==> config.mk <==
export PLATFORM = sky130hd
export DESIGN_NAME = csu_ctrl
export DESIGN_NICKNAME = d
export VERILOG_FILES = /design/src/sv/csu_pkg.sv /design/src/sv/csu_ctrl.sv
export VERILOG_INCLUDE_DIRS = /design/src /design/src/sv
export SDC_FILE = /design/constraint.sdc
export NUM_CORES = 1
export LEC_CHECK = 0
export BUFFER_PORTS_ARGS = -buffer_cell sky130_fd_sc_hd__buf_4
export CAP_MARGIN = 15
export CORE_AREA = 10 10 47 49
export CTS_CLUSTER_DIAMETER = 30
export CTS_CLUSTER_SIZE = 20
export DETAILED_ROUTE_END_ITERATION = 10
export DIE_AREA = 0 0 57 59
export SLEW_MARGIN = 5
export SYNTH_ARGS = -nofsm -noshare
export SYNTH_HDL_FRONTEND = slang
export SYNTH_SLANG_ARGS = --single-unit
export TNS_END_PERCENT = 50
==> constraint.sdc <==
create_clock -name clk -period 2.9 [get_ports clk]
set_clock_uncertainty 0.2 [all_clocks]
set_input_delay 0.58 -clock clk [delete_from_list [all_inputs] [get_ports clk]]
set_output_delay 0.58 -clock clk [all_outputs]
set_load 0.05 [all_outputs]
==> src/sv/cosine_similarity_unit_assert.svh <==
// Assertion macros for the cosine similarity unit.
`ifndef COSINE_SIMILARITY_UNIT_ASSERT_SVH
`define COSINE_SIMILARITY_UNIT_ASSERT_SVH
`ifndef NO_ASSERTIONS
`define CSU_ASSERT(label, clk, rst_n, prop) \
  label: assert property (@(posedge clk) disable iff (!rst_n) prop) \
    else $error("assertion failed");
`define CSU_ASSERT_RST(label, clk, prop) \
  label: assert property (@(posedge clk) prop) else $error("assertion failed");
`else
`define CSU_ASSERT(label, clk, rst_n, prop)
`define CSU_ASSERT_RST(label, clk, prop)
`endif
`endif

==> src/sv/csu_pkg.sv <==
// Package with shared types and constants of the cosine similarity unit.
`default_nettype none
package csu_pkg;
  localparam int MaxElementsDefault = 64;
  localparam int DotW  = 37;
  localparam int NormW = 36;
  localparam int ProdW = 72;
  localparam int RootW = 37;
  localparam int QuotW = 52;

  typedef enum logic [2:0] {
    ST_ACC, ST_MUL, ST_SQRT, ST_DIV, ST_OUT
  } state_t;

  typedef struct packed {
    logic acc_en;
    logic clear;
    logic start_mul;
    logic sqrt_step;
    logic start_div;
    logic div_step;
    logic load_out;
  } cmd_t;

  typedef struct packed {
    logic zero_norm;
    logic last_step;
  } sts_t;
endpackage
`default_nettype wire

==> src/sv/csu_ctrl.sv <==
// Controller state machine of the cosine similarity unit.
`default_nettype none
`include "cosine_similarity_unit_assert.svh"
module csu_ctrl (
  input  wire logic           clk,
  input  wire logic           rst_n,
  input  wire logic           in_valid,
  input  wire logic           in_last_pair,
  output logic                in_ready,
  output logic                out_valid,
  input  wire logic           out_ready,
  input  wire csu_pkg::sts_t  sts,
  output csu_pkg::cmd_t       cmd
);
  csu_pkg::state_t state_r, state_nxt;
  logic out_valid_r, out_valid_nxt;

  always_ff @(posedge clk) begin
    if (!rst_n) begin
      state_r     <= csu_pkg::ST_ACC;
      out_valid_r <= 1'b0;
    end else begin
      state_r     <= state_nxt;
      out_valid_r <= out_valid_nxt;
    end
  end

  assign out_valid = out_valid_r;

  always_comb begin
    state_nxt     = state_r;
    out_valid_nxt = out_valid_r && !out_ready;
    cmd           = '0;
    in_ready      = 1'b0;
    case (state_r)
      csu_pkg::ST_ACC: begin
        in_ready   = 1'b1;
        cmd.acc_en = in_valid;
        if (in_valid && in_last_pair) begin
          state_nxt = csu_pkg::ST_MUL;
        end
      end
      csu_pkg::ST_MUL: begin
        cmd.start_mul = 1'b1;
        state_nxt     = csu_pkg::ST_SQRT;
      end
      csu_pkg::ST_SQRT: begin
        cmd.sqrt_step = 1'b1;
        if (sts.last_step) begin
          state_nxt = csu_pkg::ST_DIV;
        end
      end
      csu_pkg::ST_DIV: begin
        cmd.div_step = 1'b1;
        if (sts.last_step) begin
          state_nxt = csu_pkg::ST_OUT;
        end
      end
      csu_pkg::ST_OUT: begin
        if (!out_valid_r || out_ready) begin
          cmd.load_out  = 1'b1;
          cmd.clear     = 1'b1;
          out_valid_nxt = 1'b1;
          state_nxt     = csu_pkg::ST_ACC;
        end
      end
      default: state_nxt = csu_pkg::ST_ACC;
    endcase
    cmd.start_div = (state_r == csu_pkg::ST_SQRT) && sts.last_step;
  end

  `CSU_ASSERT(a_no_in_busy, clk, rst_n, (state_r != csu_pkg::ST_ACC) |-> !in_ready)
  `CSU_ASSERT(a_last_goes_mul, clk, rst_n,
    (in_valid && in_ready && in_last_pair) |=> (state_r == csu_pkg::ST_MUL))
  `CSU_ASSERT(a_out_hold, clk, rst_n, (out_valid && !out_ready) |=> out_valid)
endmodule
`default_nettype wire

==> results, run 1 <==
- The setup slack after layout is 835 ps.
- The detailed-route vias per instance is 4.25.
- Row generation in the floorplan step produced 14 rows.
- The total global routing track utilization is 4.07%.
- The chip height is 59 um.
- The iteration-0 DRC count of the detailed router is 7.
- The number of antenna repair diodes is 0.
- From synthesis to final layout, the design area changed by 53.3%.
- After detailed routing, the average wire length per cell comes to 10.6 um.
- The floorplan step set the die width to 57 um.
- The clock insertion delay at the later pin of the skew report is 230 ps.
- The number of I/O port buffers is 14.
- In this run the clock root is driven by a clkbuf_4.
- The total CTS buffers is 3.
- TritonCTS built the clock tree.
- The initial core utilization is 17.8%.
- The final number of hold-violating endpoints is 0.
- Of the available clock period, the critical path in the final layout requires 71.2%.
- The final layout contains 53 nets.
- The synthesized netlist occupies a cell area of 249 um2.
- At the end of routability-driven placement, the weighted congestion stood at 0.649.
- The max-slew violation count is 0.
- The worst slack at placement is 949 ps.
- Broken down by cell family, the worst path's largest delay share belongs to simple AND/OR/NAND/NOR gates.
- The worst pin sits at a relative slew slack of 78.6%.
- The endpoint type of the worst setup path is an output pin.
- The most prevalent standard cell on the critical path is nor2_1.
- The post-synthesis average cell area is 8.30 um2.
- After synthesis, the largest family of logic cells by area is simple AND/OR/NAND/NOR gates.
- Buffers added to address setup during post-CTS repair amount to 0.
- The pin count of the biggest net entering global routing is 11.
- The compound-gate portion of the synthesized area is 12.1%.
- The number of gates resized after CTS was 0.
- The clock transition at the register clock pins on the worst setup and hold paths after CTS is 40 ps.
- Setup repair after global routing left no endpoint under its margin.
- STA puts the critical path data arrival time at 1290 ps.
- The maximum clock frequency is 0.484 GHz.
- The smallest hold slack is 383 ps.
- The critical path is of the register to output pin type.
- In the final timing run, aggregate negative setup slack is 0 ps.
- The power per cell area is 473 nW/um2.
- The initial antenna violation count is 0.
- The clock period could shrink to 2070 ps.
- The tool flagged a number of max-cap violations equal to 0.
- The share of final-layout standard cells stronger than drive strength 1 is 47.7%.
- The flow ran to the end, and the final reports show no timing, DRC or antenna violations.
- For this design the static power due to leakage is 0.169 nW.
- The simple-gate share of the synthesized area is 47.7%.
- The measured slew at the worst slew-check pin is 321 ps.
- The arithmetic-cell share of the synthesized area counting full adders, half adders and majority gates is 0%.
- Once layout is done, the placed cells without fillers occupy 382 um2.
- In the routed design, unresolved DRC markers number 0.
- The synthesized netlist devotes 0% of its cell area to XOR and XNOR gates.
- After detailed placement, the total cell area comes to 359 um2.
- Before antenna repair, the detailed router went through 3 iterations.
- The first global-routing pass estimated 1040 um of wire.
- Synthesis produced a netlist with a net count of 37.
- The delay of the slowest cell on the worst path is 380 ps.
- The unique cell type count in the Yosys netlist is 19.
- The largest vdd supply drop is 0.0973 mV.
- The number of sinks driven by the clock tree is 4.
- The critical path startpoint category is a register.
- Multiplexer cells account for 0% of the synthesized area.
- The layout has 162 filler cells.
- The sum of routed wire length over all layers is 637 um.
- The hold buffer count at CTS is 0.
- The number of global-route vias before repair was 244.
- The yosys synthesis warning count is 0.
- The clock passes through at most 2 buffers.
- The startpoint identified for the worst register-to-register timing path is state_r[1].
- The worst endpoint required time is 2120 ps.
- The slowest stage of the critical path is the dfxtp_1 cell.
- The total setup violations reported at the end of the flow is 0.
- The synthesized design contains 4 register bits.
- The top-level port count is 16.
- The startpoint of the tightest hold check path is rst_n.
- In this run the number of H-tree levels came out at 1.
- Detailed placement ended at an HPWL of 511 um.
- The critical path goes through nor2_1 -> nand2_1 -> nor2_1 -> buf_4.
- The post-route antenna net violation count is 0.
- The most frequent standard cell in the layout excluding fill and tap cells is buf_4.
- The die covers 3360 um2.
- The total congestion overflow after global routing is 0.
- The number of instances in the synthesized netlist is 30.
- The largest fanout on the critical path is 10.
- The min-delay analysis places its worst path in the category input port to register.
- The region available for standard cell placement spans 1400 um2.
- The total number of vias is 255.
- In the layout the commonest cells are buf_4, dfxtp_1, clkbuf_4.
- The launch point of the worst path is state_r[0].
- The share of the Yosys chip area taken by registers is 32.2%.
- The number of buffers and inverters on the critical path is 1.
==> sequential cells by signal, summed over array words and instances (netlist names) <==
signal,flops
out_valid,1
state_r,3
==> worst register-to-register path: cells and delay by family, from the launching register on <==
family             cells  cell delay, ps
DFF                    1             470
AOI/OAI and AO/OA      1             120
and+or+nand+nor        2             300
==> cells in the mapped netlist <==
library cell | n | area (um2)
nor2_1 | 2 | 7.51
buf_2 | 1 | 5.00
a21oi_2 | 1 | 8.76
nor2b_1 | 2 | 12.5
nand2_2 | 1 | 6.26
and3b_1 | 1 | 8.76
buf_4 | 2 | 15.0
nor3b_1 | 2 | 15.0
nand3b_1 | 2 | 15.0
nand2_1 | 2 | 7.51
o2bb2ai_1 | 1 | 8.76
nor3b_2 | 1 | 12.5
nand2b_1 | 1 | 6.26
dfxtp_1 | 4 | 80.1
a21oi_1 | 1 | 5.00
and3_1 | 1 | 6.26
a21o_1 | 1 | 7.51
and2_1 | 1 | 6.26
nor3_1 | 3 | 15.0
==> final timing paths <==
check | to | slack (ps) | cells past startpoint
worst max-delay path | cmd[5] | 830 | 4
worst max register to register | state_r[2] | 1750 | 3
worst min register to register | state_r[0] | 410 | 2
worst min-delay path | state_r[2] | 380 | 2
==> cells by family (layout without fill, tap and decap cells) <==
family / after synthesis / count (layout)
compound gates: 4 / 4
flops: 4 / 4
buf+inv: 3 / 17
simple gates: 19 / 19
==> metal layers <==
layer	vias to the layer above	track usage, %	share of wire (%)
li1	133	-	-
met1	116	3.46	37
met5	-	0	0
met3	0	2.15	8.3
met2	6	6.20	55
met4	0	5.03	0
==> area by class of cell <==
type / instances / area [um2] / share of cell area, %
Multi-Input combinational cell: 23 / 154 / 40.3
Timing Repair Buffer: 14 / 105 / 27.5
Sequential cell: 4 / 80.1 / 21.0
Clock buffer: 3 / 22.5 / 5.90
Tap cell: 16 / 20.0 / 5.25
==> power by group <==
part | internal (mW) | leakage [nW] | switching, mW
registers | 0.0575 | 0.0325 | 0.00467
logic | 0.0189 | 0.123 | 0.0320
clock network | 0.0462 | 0.0138 | 0.0213
==> per-stage QoR <==
stage | power [mW] | util (%) | std cells
floorplan | 0.0970 | - | 30
global placement | 0.114 | 25.6 | 57
detailed placement | 0.115 | 25.6 | 57
CTS | 0.184 | 27.2 | 60
global route | 0.188 | 27.2 | 60
finish | 0.181 | 27.2 | 60
(Power assumes the default switching activity.)
==> run 2, diff against run 1 <==
ABC_AREA = 1   (was not set)
clock period = 1.75 ns   (was 2.9 ns; I/O delays follow)
==> run 2 against run 1 <==
Clock power grew 64%. Core utilization grew 4.1 points. Largest cell class unchanged. Worst setup slack worse by 760 ps. Critical path depth is 1 lower. Global-route usage rose by 0.77 points. Final area grew 15%. Sequential cell count did not move.
==> results, run 2 <==
- The number of flip-flops under the largest register name is 3.
- The total number of vias is 314.
- After synthesis the netlist holds a flip-flop and latch count of 4.
- The layout overhead on the synthesized area is 63.3%.
- The critical path startpoint category is a register.
- The total power is 1.01 mW.
- Once the floorplan was initialized, standard cells occupied 19.2% of the core.
- In the global route stage, overall resource usage came out at 4.84%.
- On the worst path, the slowest cell contributes a delay of 390 ps.
- The total cell area at the placement stage is 394 um2.
- The number of I/O port buffers is 14.
- Synthesis produced a netlist with a net count of 52.
- The setup slack after layout is 72.3 ps.
- The final design area excluding fillers is 439 um2.
- The clock tree root buffer cell is clkbuf_4.
- The endpoint type of the worst setup path is an output pin.
- The yosys synthesis warning count is 0.
- The power per cell area is 2300 nW/um2.
- Dividing the detail-routed via count by the number of cells gives 4.08.
- Setup repair after global routing left no endpoint under its margin.
- At the worst endpoint, the required time is 1200 ps.
- The part of the power in the clock network is 11.1%.
- For this design the top-level I/O count stands at 16.
- Summed over all failing endpoints, the final setup total negative slack is 0 ps.
- The final HPWL from detailed placement is 634 um.
- In this run the number of H-tree levels came out at 1.
- The max-slew violation count is 0.
- The analysis attributes to cell leakage a power of 0.249 nW.
- The number of enable flip-flop cells after synthesis is 0.
- After clock tree synthesis, the flow added hold-fix buffers numbering 0.
- Counting both buffers and inverters, the worst setup path holds a total of 2.
- The die is 59 um tall.
- The net count of the finished layout is 70.
- The most common cell in the synthesized netlist is inv_1.
- After synthesis, the cell types taking the most area are dfxtp_1, inv_1, nand2_1, nor2_1, nand3_2.
- The slowest stage of the critical path belongs to the cell dfxtp_2.
- The horizontal extent of the die is 57 um.
- For the pin with the worst max-slew slack, the measured transition is 220 ps.
- The initial antenna violation count is 0.
- The analysis attributes to net switching a power of 0.573 mW.
- Net switching is 56.8% of the power.
- The path class of the tightest hold or removal check is input port to register.
- The global-route met2 utilization is 6.20%.
- The primary flip-flop cell chosen by synthesis mapping is dfxtp_1.
- The most used routing layer is met2.
- IR analysis of the VDD net gives a maximum drop of 0.491 mV.
- The share of final-layout standard cells stronger than drive strength 1 is 42.6%.
- Global routing used 3.43% of the available met3 tracks.
- The number of instances in the synthesized netlist is 45.
- The iteration-0 DRC count of the detailed router is 3.
- The share of the clock period used by the worst path is 95.9%.
- The smallest hold slack is 129 ps.
- The largest register by flop count is state_r.
- The post-CTS setup repair buffer count is 0.
- The DRC violation count after routing is 0.
- Once layout is complete, the utilization of the core stands at 31.3%.
- The cell area that synthesis handed to floorplanning was 269 um2.
- The cell-internal power is 0.435 mW.
- After clock tree synthesis, the clock-pin slew on the worst setup and hold paths is 40 ps.
- The final period demand of the worst path is 1680 ps.
- The total congestion overflow after global routing is 0.
- The remaining max-slew budget at the tightest pin is 85.3%.
- The number of global-route vias before repair is 297.
- The final number of hold-violating endpoints is 0.
- The arrival time reported for the critical path endpoint is 1130 ps.
- The post-route antenna net violation count is 0.
- The top-area cell type share of the netlist area is 29.8%.
- The post-synthesis cell type with the largest combined area is dfxtp_1.
- The area of the placeable core is 1400 um2.
- The number of antenna repair diodes is 0.
- The commonest cells after synthesis are inv_1, nand2_1, nor2_1.
- The clock insertion delay at the later pin of the skew report is 230 ps.
- The kind of cell with the highest combined delay along the critical path is flip-flops.
- Summed over all layers, the routed wires come to 735 um.
- The worst setup path category is register to output pin.
- In the layout the commonest cells are inv_1, buf_4, nand2_1.
- The die covers 3360 um2.
- The number of placement rows is 14.
- The proportion of power drawn by flip-flops and latches is 19.2%.
- The total setup violations reported at the end of the flow is 0.
- The congestion estimate from routability-driven global placement came to 0.700.
- The combinational share of power is 69.8%.
- The total CTS buffers is 3.
- The longest clock path from root to sink contains 2 buffers.
- Sequential cells were found to cover 29.8% of the synthesized design area.
- The largest fanout on the critical path is 5.
- At the placement stage, the worst setup path has a slack of 271 ps.
- The number of sinks driven by the clock tree is 4.
- After detailed placement, the design holds a cell count of 74.
- The first-pass GRT wire length is 1210 um.
- The met1 demand-to-capacity share in global routing is 4.87%.
- The async set or reset register ratio after synthesis is 0%.
- The critical path goes through inv_1 -> nor3_2 -> buf_6.
- The tool flagged a number of max-cap violations equal to 0.
- A synthesized cell averages 5.98 um2.
- The number of different library cells used by synthesis comes to 12.
- After detailed routing, the average wire length per cell comes to 9.55 um.
- The pin count of the biggest net entering global routing is 7.
- Excluding fillers, the count of instances in the completed layout stands at 77.
- The flow ran to the end, and the final reports show no timing, DRC or antenna violations.
- Static timing analysis puts the maximum clock frequency at 0.596 GHz.
- In this run, post-CTS repair resized a total of 0 instances.
- The number of optimization iterations in the first detailed-route pass is 2.
- TritonCTS built the clock tree.
-- run 2: cell type report --
type / instances / area [um2]
Inverter: 11 / 41.3
Clock buffer: 3 / 22.5
Tap cell: 16 / 20.0
Timing Repair Buffer: 14 / 116
Multi-Input combinational cell: 29 / 155
Sequential cell: 4 / 83.8
Fill cell: 179 / 962
-- run 2: power by group through the flow --
stage	logic [mW]	clock network [mW]	registers, mW
2_1_floorplan	0.503	0	0.188
3_3_place_gp	0.679	0	0.174
3_5_place_dp	0.684	0	0.177
4_1_cts	0.685	0.118	0.176
5_1_grt	0.768	0.131	0.199
6_report	0.704	0.111	0.193
-- run 2: routing by layer --
layer  wire length, um  part of all wire (%)  vias up
met4                10                   1.4        0
met3                71                   9.7        3
met2               338                    46       11
met5                 0                     0        -
met1               314                    43      131
li1                  -                     -      169
-- run 2: kinds of logic (layout without fill, tap and decap cells) --
group	count (synthesis)	count (layout)	share of synthesized area, %
flip-flops	4	4	29.8
buffers and inverters	12	28	18.1
AO/OA/AOI/OAI	2	2	5.58
AND/OR/NAND/NOR	27	27	46.5
-- run 2: worst min-delay path, stage by stage --
cell and delay (ps):
buf_4 100, nand2_1 50, inv_1 40
-- run 2: worst paths after layout --
path                                   end  slack, ps        from  cells after the start
worst min register to register   out_valid        370   out_valid                      4
worst max-delay path                cmd[1]         70  state_r[0]                      3
worst max register to register  state_r[2]        500   out_valid                      7
worst min-delay path            state_r[1]        130       rst_n                      3
==> run 3, diff against run 2 <==
clock period = 1.61 ns   (was 1.75 ns; I/O delays follow)
==> run 3 against run 2 <==
Wire length grew 4.1%. Sequential share of layout area shrank 1.8 points. Combinational power grew 32%. Largest cell class unchanged. Highest routed layer unchanged. Count of clock-buffer cells in the layout is the same. Core utilization grew 6.4 points. Hold slack lost 24 ps.
==> results, run 3 (synthesized netlist as in run 2, its figures left out) <==
- The worst path buffer plus inverter count is 1.
- The final period demand of the worst path is 1600 ps.
- Total power for the finished layout comes to 1.30 mW.
- The final net count is 73.
- In the routed design, unresolved DRC markers number 0.
- The number of flip-flops under the largest register name is 3.
- The number of optimization iterations in the first detailed-route pass is 2.
- The die is 59 um tall.
- Summed over all cells, the static leakage comes to 0.278 nW.
- The final number of hold-violating endpoints is 0.
- The clock tree root buffer cell is clkbuf_4.
- TritonCTS created 3 clock buffers.
- CTS built an H-tree with a depth of 1.
- The number of hold buffers added after CTS was 0.
- The number of violations of the max-capacitance limit is 0.
- The flow ran to the end, and the final reports show no timing, DRC or antenna violations.
- The master of the slowest instance on the critical path is dfxtp_4.
- The initial utilization of the core area, before any placement, comes to 19.2%.
- For this block, the initial DRC count from the detailed router was 1.
- In this run the tightest slew margin relative to its limit is 87.7%.
- Counting along the longest clock path gives a buffer depth of 2.
- Counting tap cells, the placed design contains a total of 74 instances.
- The number of fillers in the final layout is 160.
- The measured slew at the worst slew-check pin is 184 ps.
- Setup violations remaining at the end of the flow were counted as 0.
- The top cell types in the final layout, fill and taps aside, are inv_1, buf_4, nand2_1.
- The max-slew violation count was 0.
- The initial antenna violation count is 0.
- Setup repair after global routing could not meet its margin everywhere.
- The wire length per cell is 9.56 um.
- The layout overhead on the synthesized area is 96.7%.
- Ranked by flip-flop count, first place goes to state_r.
- The sum of routed wire length over all layers is 765 um.
- The total congestion overflow after global routing is 0.
- The min-delay analysis places its worst path in the category input port to register.
- The CTS tree is yes.
- The horizontal extent of the die is 57 um.
- The pin count of the biggest net entering global routing is 7.
- The worst setup path is launched from a register.
- The first global-routing pass estimated 1260 um of wire.
- The largest vdd supply drop is 0.582 mV.
- The total cell area at the placement stage is 405 um2.
- The overall die area is 3360 um2.
- The largest fanout on the critical path is 5.
- Broken down by cell family, the worst path's largest delay share belongs to flip-flops.
- The final HPWL from detailed placement is 624 um.
- Clock tree synthesis found a total of 4 sinks.
- The finished cells cover 529 um2.
- The clock transition at the register clock pins on the worst setup and hold paths after CTS is 30 ps.
- The worst endpoint required time is 1090 ps.
- The number of global-route vias before repair is 303.
- The later pin in the worst-skew pair is clocked with a latency of 230 ps.
- The area of the placeable core is 1400 um2.
- During I/O placement, the number of pins put on the boundary was 16.
- For this design the ratio of total power to cell area is 2450 nW/um2.
- Setup total negative slack on the finished layout was measured at 0 ps.
- The congestion estimate from routability-driven global placement came to 0.712.
- The total global routing track utilization is 4.90%.
- Walking the worst path, the cells encountered are nor2_4 -> nand2_2 -> nor2_2 -> buf_6.
- Data arrives at the worst endpoint at 1080 ps.
- The share of the clock period used by the worst path is 99.4%.
- The worst setup path category is register to output pin.
- Of the cells placed in the final design, the portion with a size suffix greater than 1 is 54.7%.
- The post-route antenna net violation count is 0.
- The number of I/O port buffers is 14.
- The total number of vias is 316.
- In this run the core area contains 14 standard-cell rows.
- Leaving out filler cells and counting taps, the final layout contains 80.
- STA classifies the critical path endpoint as an output pin.
- Based on the critical path, the design can be clocked at up to 0.625 GHz.
- 0 antenna diodes ended up in the layout.
- In the routed layout, each cell is associated on average with a via count of 3.95.
- For this run, the slowest stage of the critical path takes 360 ps.
- The utilization after layout is 37.8%.
[run 3: changes by cell type in the layout (fill, tap and decap cells not counted), sizes merged]
cell	delta
buf	+3
[run 3: final cells by class]
cell class	count	area, um2	share of cell area (%)
multi-input combinational	29	193	36.4
timing repair buffer	17	161	30.5
sequential	4	91.3	17.3
inverter	11	41.3	7.80
clock buffer	3	22.5	4.26
tap	16	20.0	3.78
[run 3: path summary, 6_finish.rpt]
path	start	end	slack [ps]	depth (start not counted)
worst max-delay path	state_r[0]	cmd[2]	10	4
worst min register to register	out_valid	out_valid	370	4
worst min-delay path	rst_n	state_r[1]	110	3
worst max register to register	state_r[0]	state_r[0]	340	7
[run 3: where the power goes]
part	leakage (nW)	total [mW]	internal, mW	switching [mW]
combinational	0.229	0.932	0.365	0.567
sequential	0.0349	0.245	0.159	0.0863
clock	0.0138	0.119	0.0830	0.0359
total	0.278	1.30	0.606	0.690
[run 3: worst register-to-register path: cells and delay by family, from the launching register on]
family | cells | cell delay, ps
DFF | 1 | 360
and+or+nand+nor | 6 | 480
buffers and inverters | 1 | 120
[run 3: through the flow]
stage               setup WS, ps  hold WS [ps]
CTS                        -14.6           102
finish                      9.65           105
global route               -48.9           125
floorplan                   -292           220
global placement             113           340
detailed placement           121           344
[run 3: per-layer routing]
layer | GRT usage [%] | wire (um)
met4 | 5.03 | 8
met1 | 4.43 | 288
met5 | 0 | 0
met2 | 6.67 | 345
met3 | 3.86 | 122
[run 3: timing repair]
action                                  in CTS  in global routing
endpoints found under the hold margin        0                  0
setup buffers                                2                  1
resized for setup                           19                  6
pin swaps                                    3                  2
endpoints found under the setup margin       7                  7
gates cloned                                 0                  0
